<file path="src/design/command_line_keyword_parser_top_macros.svh">
// Assertion macros used by the keyword parser top level.
`ifndef COMMAND_LINE_KEYWORD_PARSER_TOP_MACROS_SVH
`define COMMAND_LINE_KEYWORD_PARSER_TOP_MACROS_SVH

// Whenever the antecedent holds, the consequent must hold in the same cycle.
`define CLP_ASSERT_IMPLIES(label, ante, cons, msg) \
  label: assert property (@(posedge clk) disable iff (!rst_n) (ante) |-> (cons)) \
    else $error(msg);

// The condition must hold at every clock edge outside reset.
`define CLP_ASSERT_ALWAYS(label, cond, msg) \
  label: assert property (@(posedge clk) disable iff (!rst_n) (cond)) \
    else $error(msg);

`endif

</file>
<file path="src/design/clp_pkg.sv">
// Shared types, name table and constants of the command line keyword parser.
`default_nettype none

package clp_pkg;

  localparam int NameSlots = 17;
  localparam int PrefixLen = 8;
  localparam int QDepth    = 4;
  localparam int QAw       = $clog2(QDepth);

  typedef logic [NameSlots-1:0] clp_mask_t;

  // One classified text byte as it travels from the front end to the parser.
  typedef struct packed {
    logic [7:0] ch;
    logic       is_zero;
    logic       is_lf;
    logic       is_blank;
    logic       is_gap;
    logic       is_dec;
    logic       is_x;
    logic       hex_ok;
    logic [3:0] nib;
  } clp_tok_t;

  typedef struct packed {
    logic        call_valid;
    logic [11:0] call_id;
    logic [63:0] call_arg;
    logic [7:0]  call_index;
    logic        text_done;
    logic [7:0]  calls_total;
  } clp_res_t;

  // Common lead-in shared by every command name, as ASCII codes.
  localparam logic [7:0] NAME_PREFIX [PrefixLen] = '{
    8'h48, 8'h41, 8'h43, 8'h5F, 8'h48, 8'h56, 8'h43, 8'h5F
  };

  // Name suffixes, right-justified; SFX_LEN gives the character count of each.
  localparam logic [127:0] NAME_SFX [NameSlots] = '{
    "VERSION", "DISPLAY_BLIT", "DISPLAY_BLANK", "DISPLAY_BRIGHT", "TOUCH_POLL",
    "WIFI_TX", "WIFI_RX", "WIFI_CONNECT", "STORAGE_READ", "STORAGE_WRITE",
    "GPIO_SET", "GPIO_GET", "SENSOR_READ", "CAMERA_CAPTURE", "AUDIO_PLAY",
    "POWER_SLEEP", "MODEM_AT"
  };

  localparam logic [4:0] SFX_LEN [NameSlots] = '{
    5'd7, 5'd12, 5'd13, 5'd14, 5'd10, 5'd7, 5'd7, 5'd12, 5'd12, 5'd13,
    5'd8, 5'd8, 5'd11, 5'd14, 5'd10, 5'd11, 5'd8
  };

  localparam logic [11:0] SLOT_ID [NameSlots] = '{
    12'h000, 12'h100, 12'h101, 12'h102, 12'h200, 12'h300, 12'h301, 12'h303,
    12'h400, 12'h401, 12'h500, 12'h501, 12'h600, 12'h700, 12'h800, 12'h900,
    12'hA00
  };

  // Character of a table name at a position; zero past the end of the name.
  function automatic logic [7:0] name_char(input int slot, input logic [4:0] pos);
    logic [4:0] k;
    logic [4:0] len;
    logic [4:0] idx;
    logic [7:0] ch;
    k   = pos - 5'(PrefixLen);
    len = SFX_LEN[slot];
    idx = len - k - 5'd1;
    if (pos < 5'(PrefixLen)) begin
      ch = NAME_PREFIX[pos[2:0]];
    end else if (k >= len) begin
      ch = 8'h00;
    end else begin
      ch = NAME_SFX[slot][{idx[3:0], 3'b000} +: 8];
    end
    return ch;
  endfunction

endpackage

`default_nettype wire

</file>
<file path="src/design/clp_front.sv">
// Front end: accepts text bytes and classifies each character for the parser.
`default_nettype none

module clp_front (
  input  wire logic              in_tvalid,
  output logic                   in_tready,
  input  wire logic [7:0]        in_tdata,   // [7:0] text_byte
  input  wire logic              q_full,
  output logic                   q_push,
  output clp_pkg::clp_tok_t      q_tok
);
  import clp_pkg::*;

  localparam logic [7:0] CH_TAB   = 8'h09;
  localparam logic [7:0] CH_LF    = 8'h0A;
  localparam logic [7:0] CH_CR    = 8'h0D;
  localparam logic [7:0] CH_SPACE = 8'h20;
  localparam logic [7:0] CH_0     = 8'h30;
  localparam logic [7:0] CH_9     = 8'h39;
  localparam logic [7:0] CH_UA    = 8'h41;
  localparam logic [7:0] CH_UF    = 8'h46;
  localparam logic [7:0] CH_LA    = 8'h61;
  localparam logic [7:0] CH_LF_HX = 8'h66;
  localparam logic [7:0] CH_UX    = 8'h58;
  localparam logic [7:0] CH_LX    = 8'h78;

  logic is_alpha_hex;

  assign in_tready = !q_full;
  assign q_push    = in_tvalid && !q_full;

  assign is_alpha_hex = (in_tdata >= CH_UA && in_tdata <= CH_UF) ||
                        (in_tdata >= CH_LA && in_tdata <= CH_LF_HX);

  always_comb begin
    q_tok.ch       = in_tdata;
    q_tok.is_zero  = (in_tdata == 8'h00);
    q_tok.is_lf    = (in_tdata == CH_LF);
    q_tok.is_gap   = (in_tdata == CH_SPACE) || (in_tdata == CH_TAB);
    q_tok.is_blank = q_tok.is_gap || (in_tdata == CH_LF) || (in_tdata == CH_CR);
    q_tok.is_dec   = (in_tdata >= CH_0) && (in_tdata <= CH_9);
    q_tok.is_x     = (in_tdata == CH_UX) || (in_tdata == CH_LX);
    q_tok.hex_ok   = q_tok.is_dec || is_alpha_hex;
    // Letters a-f and A-F have low nibbles 1 to 6, so adding nine gives 10 to 15.
    q_tok.nib      = is_alpha_hex ? (in_tdata[3:0] + 4'd9) : in_tdata[3:0];
  end

endmodule

`default_nettype wire

</file>
<file path="src/design/clp_queue.sv">
// Short queue of classified characters between the front end and the parser.
`default_nettype none

module clp_queue (
  input  wire logic              clk,
  input  wire logic              rst_n,
  input  wire logic              push,
  input  wire clp_pkg::clp_tok_t push_tok,
  output logic                   full,
  input  wire logic              pop,
  output logic                   pop_valid,
  output clp_pkg::clp_tok_t      pop_tok
);
  import clp_pkg::*;

  clp_tok_t         slots_r [QDepth];
  logic [QAw-1:0]   wr_ptr_r;
  logic [QAw-1:0]   rd_ptr_r;
  logic [QAw:0]     level_r;

  assign full      = (level_r == (QAw+1)'(QDepth));
  assign pop_valid = (level_r != '0);
  assign pop_tok   = slots_r[rd_ptr_r];

  always_ff @(posedge clk) begin
    if (push) begin
      slots_r[wr_ptr_r] <= push_tok;
    end
  end

  always_ff @(posedge clk) begin
    if (!rst_n) begin
      wr_ptr_r <= '0;
      rd_ptr_r <= '0;
      level_r  <= '0;
    end else begin
      if (push) begin
        wr_ptr_r <= wr_ptr_r + 1'b1;
      end
      if (pop) begin
        rd_ptr_r <= rd_ptr_r + 1'b1;
      end
      if (push && !pop) begin
        level_r <= level_r + 1'b1;
      end else if (pop && !push) begin
        level_r <= level_r - 1'b1;
      end
    end
  end

endmodule

`default_nettype wire

</file>
<file path="src/design/clp_back.sv">
// Back end: line parser with name matching, argument reading and result register.
`default_nettype none

module clp_back (
  input  wire logic              clk,
  input  wire logic              rst_n,
  input  wire logic [7:0]        call_limit,
  input  wire logic              q_valid,
  input  wire clp_pkg::clp_tok_t q_tok,
  output logic                   q_pop,
  output logic                   out_valid,
  input  wire logic              out_ready,
  output clp_pkg::clp_res_t      out_res
);
  import clp_pkg::*;

  localparam logic [2:0] PH_LINE   = 3'd0;
  localparam logic [2:0] PH_NAME   = 3'd1;
  localparam logic [2:0] PH_SKIP   = 3'd2;
  localparam logic [2:0] PH_GAP    = 3'd3;
  localparam logic [2:0] PH_ZERO   = 3'd4;
  localparam logic [2:0] PH_DIGITS = 3'd5;
  localparam logic [2:0] PH_TAIL   = 3'd6;

  logic [2:0]  phase_r, phase_nxt;
  clp_mask_t   mask_r, mask_nxt;
  logic [4:0]  pos_r, pos_nxt;
  logic [11:0] id_r, id_nxt;
  logic [63:0] arg_r, arg_nxt;
  logic        hex_r, hex_nxt;
  logic [7:0]  count_r, count_nxt;
  logic        out_valid_r;
  clp_res_t    out_res_r;
  clp_res_t    res_nxt;

  logic        pending;
  logic        emit;
  logic        slot_free;
  logic        fire;
  logic [4:0]  m_pos;
  clp_mask_t   m_base;
  clp_mask_t   m_hit;
  clp_mask_t   m_done;
  logic [11:0] m_id;
  logic        m_complete;
  logic        m_empty;
  logic [63:0] arg_dec;
  logic [63:0] arg_hex;

  assign pending   = (phase_r inside {PH_GAP, PH_ZERO, PH_DIGITS, PH_TAIL});
  assign emit      = q_tok.is_zero || (pending && q_tok.is_lf);
  assign slot_free = !out_valid_r || out_ready;
  assign fire      = q_valid && (!emit || slot_free);
  assign q_pop     = fire;
  assign out_valid = out_valid_r;
  assign out_res   = out_res_r;

  // A new line starts matching at position zero with every name still a candidate.
  assign m_pos  = (phase_r == PH_NAME) ? pos_r : 5'd0;
  assign m_base = (phase_r == PH_NAME) ? mask_r : '1;

  always_comb begin
    for (int i = 0; i < NameSlots; i++) begin
      m_hit[i]  = m_base[i] && (name_char(i, m_pos) == q_tok.ch);
      m_done[i] = m_hit[i] && (name_char(i, m_pos + 5'd1) == 8'h00);
    end
  end

  always_comb begin
    m_id = '0;
    for (int i = NameSlots - 1; i >= 0; i--) begin
      if (m_done[i]) begin
        m_id = SLOT_ID[i];
      end
    end
  end

  assign m_complete = |m_done;
  assign m_empty    = ~|m_hit;

  assign arg_dec = (arg_r << 3) + (arg_r << 1) + {60'd0, q_tok.nib};
  assign arg_hex = {arg_r[59:0], q_tok.nib};

  always_comb begin
    res_nxt.call_valid  = pending;
    res_nxt.call_id     = pending ? id_r : 12'd0;
    res_nxt.call_arg    = pending ? arg_r : 64'd0;
    res_nxt.call_index  = pending ? count_r : 8'd0;
    res_nxt.text_done   = q_tok.is_zero;
    res_nxt.calls_total = q_tok.is_zero ? (count_r + {7'd0, pending}) : 8'd0;
  end

  always_comb begin
    phase_nxt = phase_r;
    mask_nxt  = mask_r;
    pos_nxt   = pos_r;
    id_nxt    = id_r;
    arg_nxt   = arg_r;
    hex_nxt   = hex_r;
    count_nxt = count_r;
    if (fire) begin
      if (q_tok.is_zero) begin
        phase_nxt = PH_LINE;
        mask_nxt  = '1;
        pos_nxt   = '0;
        id_nxt    = '0;
        arg_nxt   = '0;
        hex_nxt   = 1'b0;
        count_nxt = '0;
      end else if (emit) begin
        phase_nxt = PH_LINE;
        count_nxt = count_r + 8'd1;
      end else begin
        case (phase_r)
          PH_NAME: begin
            mask_nxt = m_hit;
            pos_nxt  = pos_r + 5'd1;
            if (m_complete) begin
              id_nxt    = m_id;
              arg_nxt   = '0;
              hex_nxt   = 1'b0;
              phase_nxt = PH_GAP;
            end else if (m_empty) begin
              phase_nxt = q_tok.is_lf ? PH_LINE : PH_SKIP;
            end
          end
          PH_SKIP: begin
            if (q_tok.is_lf) begin
              phase_nxt = PH_LINE;
            end
          end
          PH_GAP: begin
            if (q_tok.is_gap) begin
              phase_nxt = PH_GAP;
            end else if (q_tok.is_dec && q_tok.nib == 4'd0) begin
              phase_nxt = PH_ZERO;
            end else if (q_tok.is_dec) begin
              arg_nxt   = {60'd0, q_tok.nib};
              phase_nxt = PH_DIGITS;
            end else begin
              phase_nxt = PH_TAIL;
            end
          end
          PH_ZERO: begin
            if (q_tok.is_x) begin
              hex_nxt   = 1'b1;
              arg_nxt   = '0;
              phase_nxt = PH_DIGITS;
            end else if (q_tok.is_dec) begin
              arg_nxt   = {60'd0, q_tok.nib};
              phase_nxt = PH_DIGITS;
            end else begin
              phase_nxt = PH_TAIL;
            end
          end
          PH_DIGITS: begin
            if (hex_r && q_tok.hex_ok) begin
              arg_nxt = arg_hex;
            end else if (!hex_r && q_tok.is_dec) begin
              arg_nxt = arg_dec;
            end else begin
              phase_nxt = PH_TAIL;
            end
          end
          PH_TAIL: begin
            phase_nxt = PH_TAIL;
          end
          default: begin
            // Line start; an unused phase code falls back here as well.
            phase_nxt = PH_LINE;
            if (!q_tok.is_blank && (count_r < call_limit)) begin
              mask_nxt = m_hit;
              pos_nxt  = 5'd1;
              if (m_complete) begin
                id_nxt    = m_id;
                arg_nxt   = '0;
                hex_nxt   = 1'b0;
                phase_nxt = PH_GAP;
              end else if (m_empty) begin
                phase_nxt = PH_SKIP;
              end else begin
                phase_nxt = PH_NAME;
              end
            end
          end
        endcase
      end
    end
  end

  always_ff @(posedge clk) begin
    if (!rst_n) begin
      phase_r     <= PH_LINE;
      mask_r      <= '1;
      pos_r       <= '0;
      id_r        <= '0;
      arg_r       <= '0;
      hex_r       <= 1'b0;
      count_r     <= '0;
      out_valid_r <= 1'b0;
    end else begin
      phase_r <= phase_nxt;
      mask_r  <= mask_nxt;
      pos_r   <= pos_nxt;
      id_r    <= id_nxt;
      arg_r   <= arg_nxt;
      hex_r   <= hex_nxt;
      count_r <= count_nxt;
      if (fire && emit) begin
        out_valid_r <= 1'b1;
      end else if (out_ready) begin
        out_valid_r <= 1'b0;
      end
    end
  end

  always_ff @(posedge clk) begin
    if (fire && emit) begin
      out_res_r <= res_nxt;
    end
  end

endmodule

`default_nettype wire

</file>
<file path="src/design/command_line_keyword_parser_top.sv">
// Top level of the command line keyword parser: ports, register file and assertions.
//
//   Channel   Direction  Signals                          Content
//   in_       slave      in_tvalid/in_tready/in_tdata     one text byte per transfer
//   out_      master     out_tvalid/out_tready/out_tdata  one command or done record
//                        out_tuser
//   cfg_      APB slave  psel/penable/pwrite/paddr/...    call_limit at address 0
//
// The block takes one text byte per cycle while in_tready is high. A classified byte
// waits in a four-entry queue; the parser retires one byte per cycle unless an ending
// byte is held back, and it registers the result of a line in the output register.
// A byte that ends a command line or the text waits in the queue while the single
// output register still holds an untaken result; once four bytes wait, in_tready drops.
// Reset is synchronous and active low; call_limit returns to 16.
`default_nettype none

`include "command_line_keyword_parser_top_macros.svh"

module command_line_keyword_parser_top (
  input  wire logic        clk,
  input  wire logic        rst_n,
  input  wire logic        in_tvalid,
  output logic             in_tready,
  input  wire logic [7:0]  in_tdata,    // [7:0] text_byte
  output logic             out_tvalid,
  input  wire logic        out_tready,
  output logic [95:0]      out_tdata,   // [11:0] call_id, [75:12] call_arg,
                                        // [83:76] call_index, [91:84] calls_total,
                                        // [95:92] zero
  output logic [1:0]       out_tuser,   // [0] call_valid, [1] text_done
  input  wire logic        cfg_psel,
  input  wire logic        cfg_penable,
  input  wire logic        cfg_pwrite,
  input  wire logic [2:0]  cfg_paddr,
  input  wire logic [31:0] cfg_pwdata,
  output logic [31:0]      cfg_prdata,
  output logic             cfg_pready
);
  import clp_pkg::*;

  localparam logic REG_CALL_LIMIT = 1'b0;

  logic        [7:0] call_limit_r;
  logic        cfg_wr;
  logic        q_full;
  logic        q_push;
  clp_tok_t    q_in_tok;
  logic        q_pop;
  logic        q_valid;
  clp_tok_t    q_out_tok;
  clp_res_t    res;
  logic        out_cmd;
  logic        out_done;
  logic        out_bare;
  logic [83:0] cmd_fields;
  logic [7:0]  out_total;
  logic [7:0]  out_next;

  assign cfg_pready = 1'b1;
  assign cfg_wr     = cfg_psel && cfg_penable && cfg_pwrite;
  assign cfg_prdata = (cfg_paddr[2] == REG_CALL_LIMIT) ? {24'd0, call_limit_r} : 32'd0;

  always_ff @(posedge clk) begin
    if (!rst_n) begin
      call_limit_r <= 8'd16;
    end else if (cfg_wr && (cfg_paddr[2] == REG_CALL_LIMIT)) begin
      call_limit_r <= cfg_pwdata[7:0];
    end
  end

  clp_front u_front (
    .in_tvalid (in_tvalid),
    .in_tready (in_tready),
    .in_tdata  (in_tdata),
    .q_full    (q_full),
    .q_push    (q_push),
    .q_tok     (q_in_tok)
  );

  clp_queue u_queue (
    .clk       (clk),
    .rst_n     (rst_n),
    .push      (q_push),
    .push_tok  (q_in_tok),
    .full      (q_full),
    .pop       (q_pop),
    .pop_valid (q_valid),
    .pop_tok   (q_out_tok)
  );

  clp_back u_back (
    .clk        (clk),
    .rst_n      (rst_n),
    .call_limit (call_limit_r),
    .q_valid    (q_valid),
    .q_tok      (q_out_tok),
    .q_pop      (q_pop),
    .out_valid  (out_tvalid),
    .out_ready  (out_tready),
    .out_res    (res)
  );

  assign out_tdata = {4'd0, res.calls_total, res.call_index, res.call_arg, res.call_id};
  assign out_tuser = {res.text_done, res.call_valid};

  assign out_cmd    = out_tvalid && out_tuser[0];
  assign out_done   = out_tvalid && out_tuser[1];
  assign out_bare   = out_tvalid && !out_tuser[0];
  assign cmd_fields = out_tdata[83:0];
  assign out_total  = out_tdata[91:84];
  assign out_next   = out_tdata[83:76] + 8'd1;

  // Every result is a command record, a done record, or both.
  `CLP_ASSERT_ALWAYS(a_result_kind, !out_tvalid || out_cmd || out_done, "empty result record")
  // A done record that also carries a command counts that command in its total.
  `CLP_ASSERT_IMPLIES(a_done_total, out_cmd && out_done, out_total == out_next, "bad done total")
  // Without a command, the command fields are all zero.
  `CLP_ASSERT_IMPLIES(a_idle_fields, out_bare, cmd_fields == 84'd0, "stray command fields")
  // Backpressure at the input only comes from a queue that holds characters.
  `CLP_ASSERT_IMPLIES(a_stall_cause, !in_tready, q_valid, "input stalled with an empty queue")

endmodule

`default_nettype wire

</file>
<file path="config.mk">
export PLATFORM = sky130hd
export DESIGN_NAME = command_line_keyword_parser_top
export DESIGN_NICKNAME = d
export VERILOG_FILES = /design/src/design/clp_pkg.sv /design/src/design/clp_front.sv /design/src/design/clp_queue.sv /design/src/design/clp_back.sv /design/src/design/command_line_keyword_parser_top.sv
export VERILOG_INCLUDE_DIRS = /design/src /design/src/design
export SDC_FILE = /design/constraint.sdc
export NUM_CORES = 1
export LEC_CHECK = 0
export BUFFER_PORTS_ARGS = -buffer_cell sky130_fd_sc_hd__buf_2
export CAP_MARGIN = 25
export CORE_AREA = 2 2 255 232
export DETAILED_ROUTE_END_ITERATION = 16
export DIE_AREA = 0 0 257 234
export PLACE_DENSITY = 0.69
export SETUP_SLACK_MARGIN = 0.4
export SYNTH_ARGS = -nofsm -noshare
export SYNTH_HDL_FRONTEND = slang
export SYNTH_SLANG_ARGS = --single-unit
</file>
<file path="constraint.sdc">
create_clock -name clk -period 6.2 [get_ports clk]
set_clock_uncertainty 0.1 [all_clocks]
set_input_delay 0.31 -clock clk [delete_from_list [all_inputs] [get_ports clk]]
set_output_delay 0.31 -clock clk [all_outputs]
set_load 0.03 [all_outputs]
</file>
==> summary.md <==
| Metric | Value |
|---|---|
| Status | `complete, no violations` |
| Worst-path cell chain | `nand4bb_1 > inv_4 > buf_4 > o22a_1 > nand2_1 > or2_2 > o2111ai_1 > o2111ai_1 > o41a_1 > o2111ai_2 > nor4_4 > buf_4 > a211oi_4 > nor2_8 > buf_12 > a211o_1` |
| Setup total negative slack | `0 ns` |
| P_leak | `10.3 nW` |
| GRT Util Overall | `0.239` |
| Initial antenna violation count | `1` |
| IO Pins | `183` |
| Pwr Density | `290 nW/um^2` |
| Met3 usage | `0.0513` |
| Drc violations | `0` |
| Max VDD drop | `about 0.00031 V` |
| Crit share post-route | `0.908` |
| Post-DP HPWL | `54100 um` |
| Hold Crit Class | `input port to flop` |
| Critical Path Source Type | `flop` |
| Std-Cell Rows | `84` |
| H-tree Lvls | `1` |
| CTS Buf Count | `31` |
| Worst Path Required | `6.59 ns` |
| TritonRoute pass-1 iters | `7` |
| Seq cells post-synth | `~290` |
| Post-Route WL | `~74000 um` |
| Final setup vio count | `0` |
| Final nets | `2896` |
| TritonCTS clock tree | `done` |
| Register-to-register setup slack | `around 0.57 ns` |
| Final GP Congestion | `roughly 1.0` |
| Worst slew pin tran | `1.02 ns` |
| CP Class | `flop to flop` |
| Met2 usage | `0.368` |
| Die ar. | `around 60000 um^2` |
| Total number of yosys warnings | `0` |
| Main synth FF type | `edfxtp_1` |
| Cell Area, Synth | `22700 um^2` |
| Critical path buffers and inverters | `4` |
| Layout cell share with drive strength beyond 1 | `0.141` |
| Max-cap violations | `0` |
| DR vias | `20900` |
| Sequential share of the synthesized area | `0.324` |
| Crit path arrival time | `6.02 ns` |
| Asr flop ratio synth | `0` |
| Clk sinks | `286` |
| Fill count | `5558` |
| Crit Path Max Fanout | `22` |
| Busiest grt layer | `met2` |
| Tot Pwr | `7.44 mW` |
| Clk pin slew, worst setup/hold paths | `0.07 ns` |
| F_max | `178 MHz` |
| Initial DRC Count | `2064` |
| Total grt overflow | `0` |
| DIE HEIGHT | `234 um` |
| CP max stage cell | `o22a_1` |
| Setup crit end kind | `flop` |
| Min Tclk post-route | `between 5 and 6 ns` |
| Die width | `257 um` |
| Syn_area_per_cell | `8.90 um^2` |
| I/O Buffers | `between 100 and 150` |
| Worst-Skew Late Latency | `0.60 ns` |
| Largest stage delay on the critical path | `0.64 ns` |
| Post-route ant nets | `0` |
| Largest net degree at the start of global routing | `82` |
| RSZ-0062 raised after global routing | `no` |
| EDFF count, synth | `164` |
| Gate count of the mapped netlist | `2553` |
| Via density | `6.03` |
| Number of global-route vias before repair | `19800` |
| Layout area overhead | `12.7%` |
| Root buffer cell | `clkbuf_16` |
| Relative slew margins | `0.322` |
| Final slew viol count | `0` |
| M1 GR Usage | `0.328` |
| First-pass GRT wire length | `roughly 110000 um` |
| Top delay family on crit path | `compound AO/OA/AOI/OAI gates` |
| Core area | `slightly below 60000 um^2` |
| Max clock buf depth | `3` |
| # diodes | `0` |
| Distinct cells, synth | `between 100 and 150` |
| Final hold violation count | `0` |
| Drt wl/cell | `~21 um` |
| Initial core utilization | `0.394` |
-- worst min-delay path, stage by stage --
cell and delay [ns]:
buf_2 0.08, nor2b_1 0.11, o21a_1 0.20
-- timing repair --
item	in CTS	in global routing
endpoints found under the hold margin	40	0
hold buffers	16	0
buffers inserted	0	0
resized for setup	0	7
setup endpoints to repair	0	62
-- metrics by stage --
stage	cell area, um^2	hold WS (ns)	setup slack, ns	instances	utilization
2_1_floorplan	22800	0.309	0.772	2586	-
3_3_place_gp	24200	0.355	0.822	3383	0.420
3_5_place_dp	24200	0.362	0.747	3384	0.420
4_1_cts	25500	0.0245	0.713	3458	0.442
5_1_grt	25600	0.0447	0.423	3462	0.444
6_report	25600	0.0449	0.572	3462	0.444
-- metal layers --
layer,routed length (um),vias up
met5,0,-
met4,2920,0
met3,7050,200
met2,31800,996
met1,32400,9989
li1,-,9676
-- where the power goes --
part | switching, mW | internal, mW
logic | 2.02 | 0.862
registers | 0.125 | 2.42
clock network | 0.817 | 1.19
-- state kept, by name (all words and copies together), names as in the netlist, 5 cells and up, named ones only --
name	flops
u_back.out_res	88
u_queue.slots_r	76
u_back.arg_r	64
u_back.mask_r	17
call_limit_r	8
u_back.count_r	8
u_back.id_r	6
u_back.pos_r	5
-- final cells by class --
| class | count | area (um^2) | share of cell area |
|---|---|---|---|
| sequential | 286 | 7370 | 0.288 |
| inverter | 74 | 284 | 0.0111 |
| multi-input combinational | 2021 | 14200 | 0.554 |
| clock buffer | 35 | 801 | 0.0313 |
| clock inverter | 23 | 314 | 0.0123 |
| timing repair buffer | 249 | 1680 | 0.0655 |
| tap | 774 | 968 | 0.0378 |
-- cell usage in the layout, fill, tap and decap left out, types with 15 or more instances in the layout --
| cell type | synthesis | layout |
|---|---|---|
| a21boi_0 | 23 | 23 |
| o2111ai_1 | 15 | 15 |
| xor2_1 | 29 | 29 |
| nand3_1 | 56 | 56 |
| nor3_1 | 39 | 38 |
| o21bai_1 | 18 | 18 |
| and2_1 | 95 | 95 |
| mux4_2 | 17 | 17 |
| nand4_1 | 29 | 29 |
| nand2_1 | 209 | 209 |
| o21a_1 | 19 | 19 |
| nor2b_1 | 41 | 41 |
| and3_1 | 24 | 24 |
| a21oi_1 | 169 | 168 |
| clkbuf_16 | 0 | 32 |
| or3_1 | 23 | 23 |
| o211ai_1 | 32 | 32 |
| edfxtp_1 | 164 | 164 |
| o22ai_1 | 15 | 15 |
| dlygate4sd3_1 | 0 | 16 |
| a21o_1 | 45 | 45 |
| dfxtp_1 | 122 | 122 |
| ha_1 | 180 | 178 |
| a211oi_1 | 32 | 31 |
| conb_1 | 2 | 35 |
| nor2_1 | 180 | 178 |
| mux2i_1 | 38 | 38 |
| a31oi_1 | 37 | 37 |
| buf_2 | 30 | 121 |
| buf_4 | 44 | 105 |
| inv_1 | 67 | 66 |
| nor4_1 | 17 | 16 |
| xnor2_1 | 83 | 82 |
| a22o_1 | 58 | 58 |
| nand2b_1 | 39 | 39 |
| o21ai_0 | 154 | 153 |
-- logic make-up after synthesis --
logic type | count (synthesis) | share of synthesized area
fa+ha+maj | 183 | 0.102
xor+xnor | 114 | 0.0454
mux | 68 | 0.0402
flops | 286 | 0.324
simple gates | 843 | 0.194
buf+inv | 279 | 0.0587
other cells | 2 | 0.000331
compound gates | 778 | 0.235
-- Yosys cell counts, types with 11 or more instances --
| cell | count | area [um^2] |
|---|---|---|
| and2_1 | 95 | 594 |
| nand3_1 | 56 | 280 |
| nor4_1 | 17 | 106 |
| buf_2 | 30 | 150 |
| ha_1 | 180 | 2250 |
| o22ai_1 | 15 | 93.8 |
| or4_1 | 11 | 82.6 |
| o21ai_0 | 154 | 771 |
| a21boi_0 | 23 | 173 |
| xnor2_1 | 83 | 727 |
| buf_4 | 44 | 330 |
| o31ai_1 | 11 | 82.6 |
| mux2_2 | 12 | 135 |
| nor2_1 | 180 | 676 |
| edfxtp_1 | 164 | 4920 |
| o211ai_1 | 32 | 240 |
| mux2i_1 | 38 | 380 |
| nand2_1 | 209 | 785 |
| o21a_1 | 19 | 143 |
| a22o_1 | 58 | 508 |
| xor2_1 | 29 | 254 |
| nand2b_1 | 39 | 244 |
| a211oi_1 | 32 | 240 |
| nand4b_1 | 11 | 96.3 |
| nand4_1 | 29 | 181 |
| o2111ai_1 | 15 | 131 |
| nor2b_1 | 41 | 257 |
| a21oi_1 | 169 | 846 |
| and3_1 | 24 | 150 |
| inv_1 | 67 | 251 |
| nor3_1 | 39 | 195 |
| a31oi_1 | 37 | 231 |
| o21bai_1 | 18 | 135 |
| or2_2 | 11 | 68.8 |
| clkbuf_1 | 115 | 432 |
| or3_1 | 23 | 144 |
| dfxtp_1 | 122 | 2440 |
| mux4_2 | 17 | 383 |
| a21o_1 | 45 | 338 |
-- final timing paths --
path	start	endpoint	depth (start not counted)
worst max-delay path	u_back.phase_r[1]	u_back.arg_r[48]	16
worst min-delay path	out_tready	u_back.out_valid	3
worst max register to register	u_back.phase_r[1]	u_back.arg_r[48]	16
worst min register to register	u_back.id_r[11]	u_back.id_r[11]	2
Power figures use the tool's default switching activity.
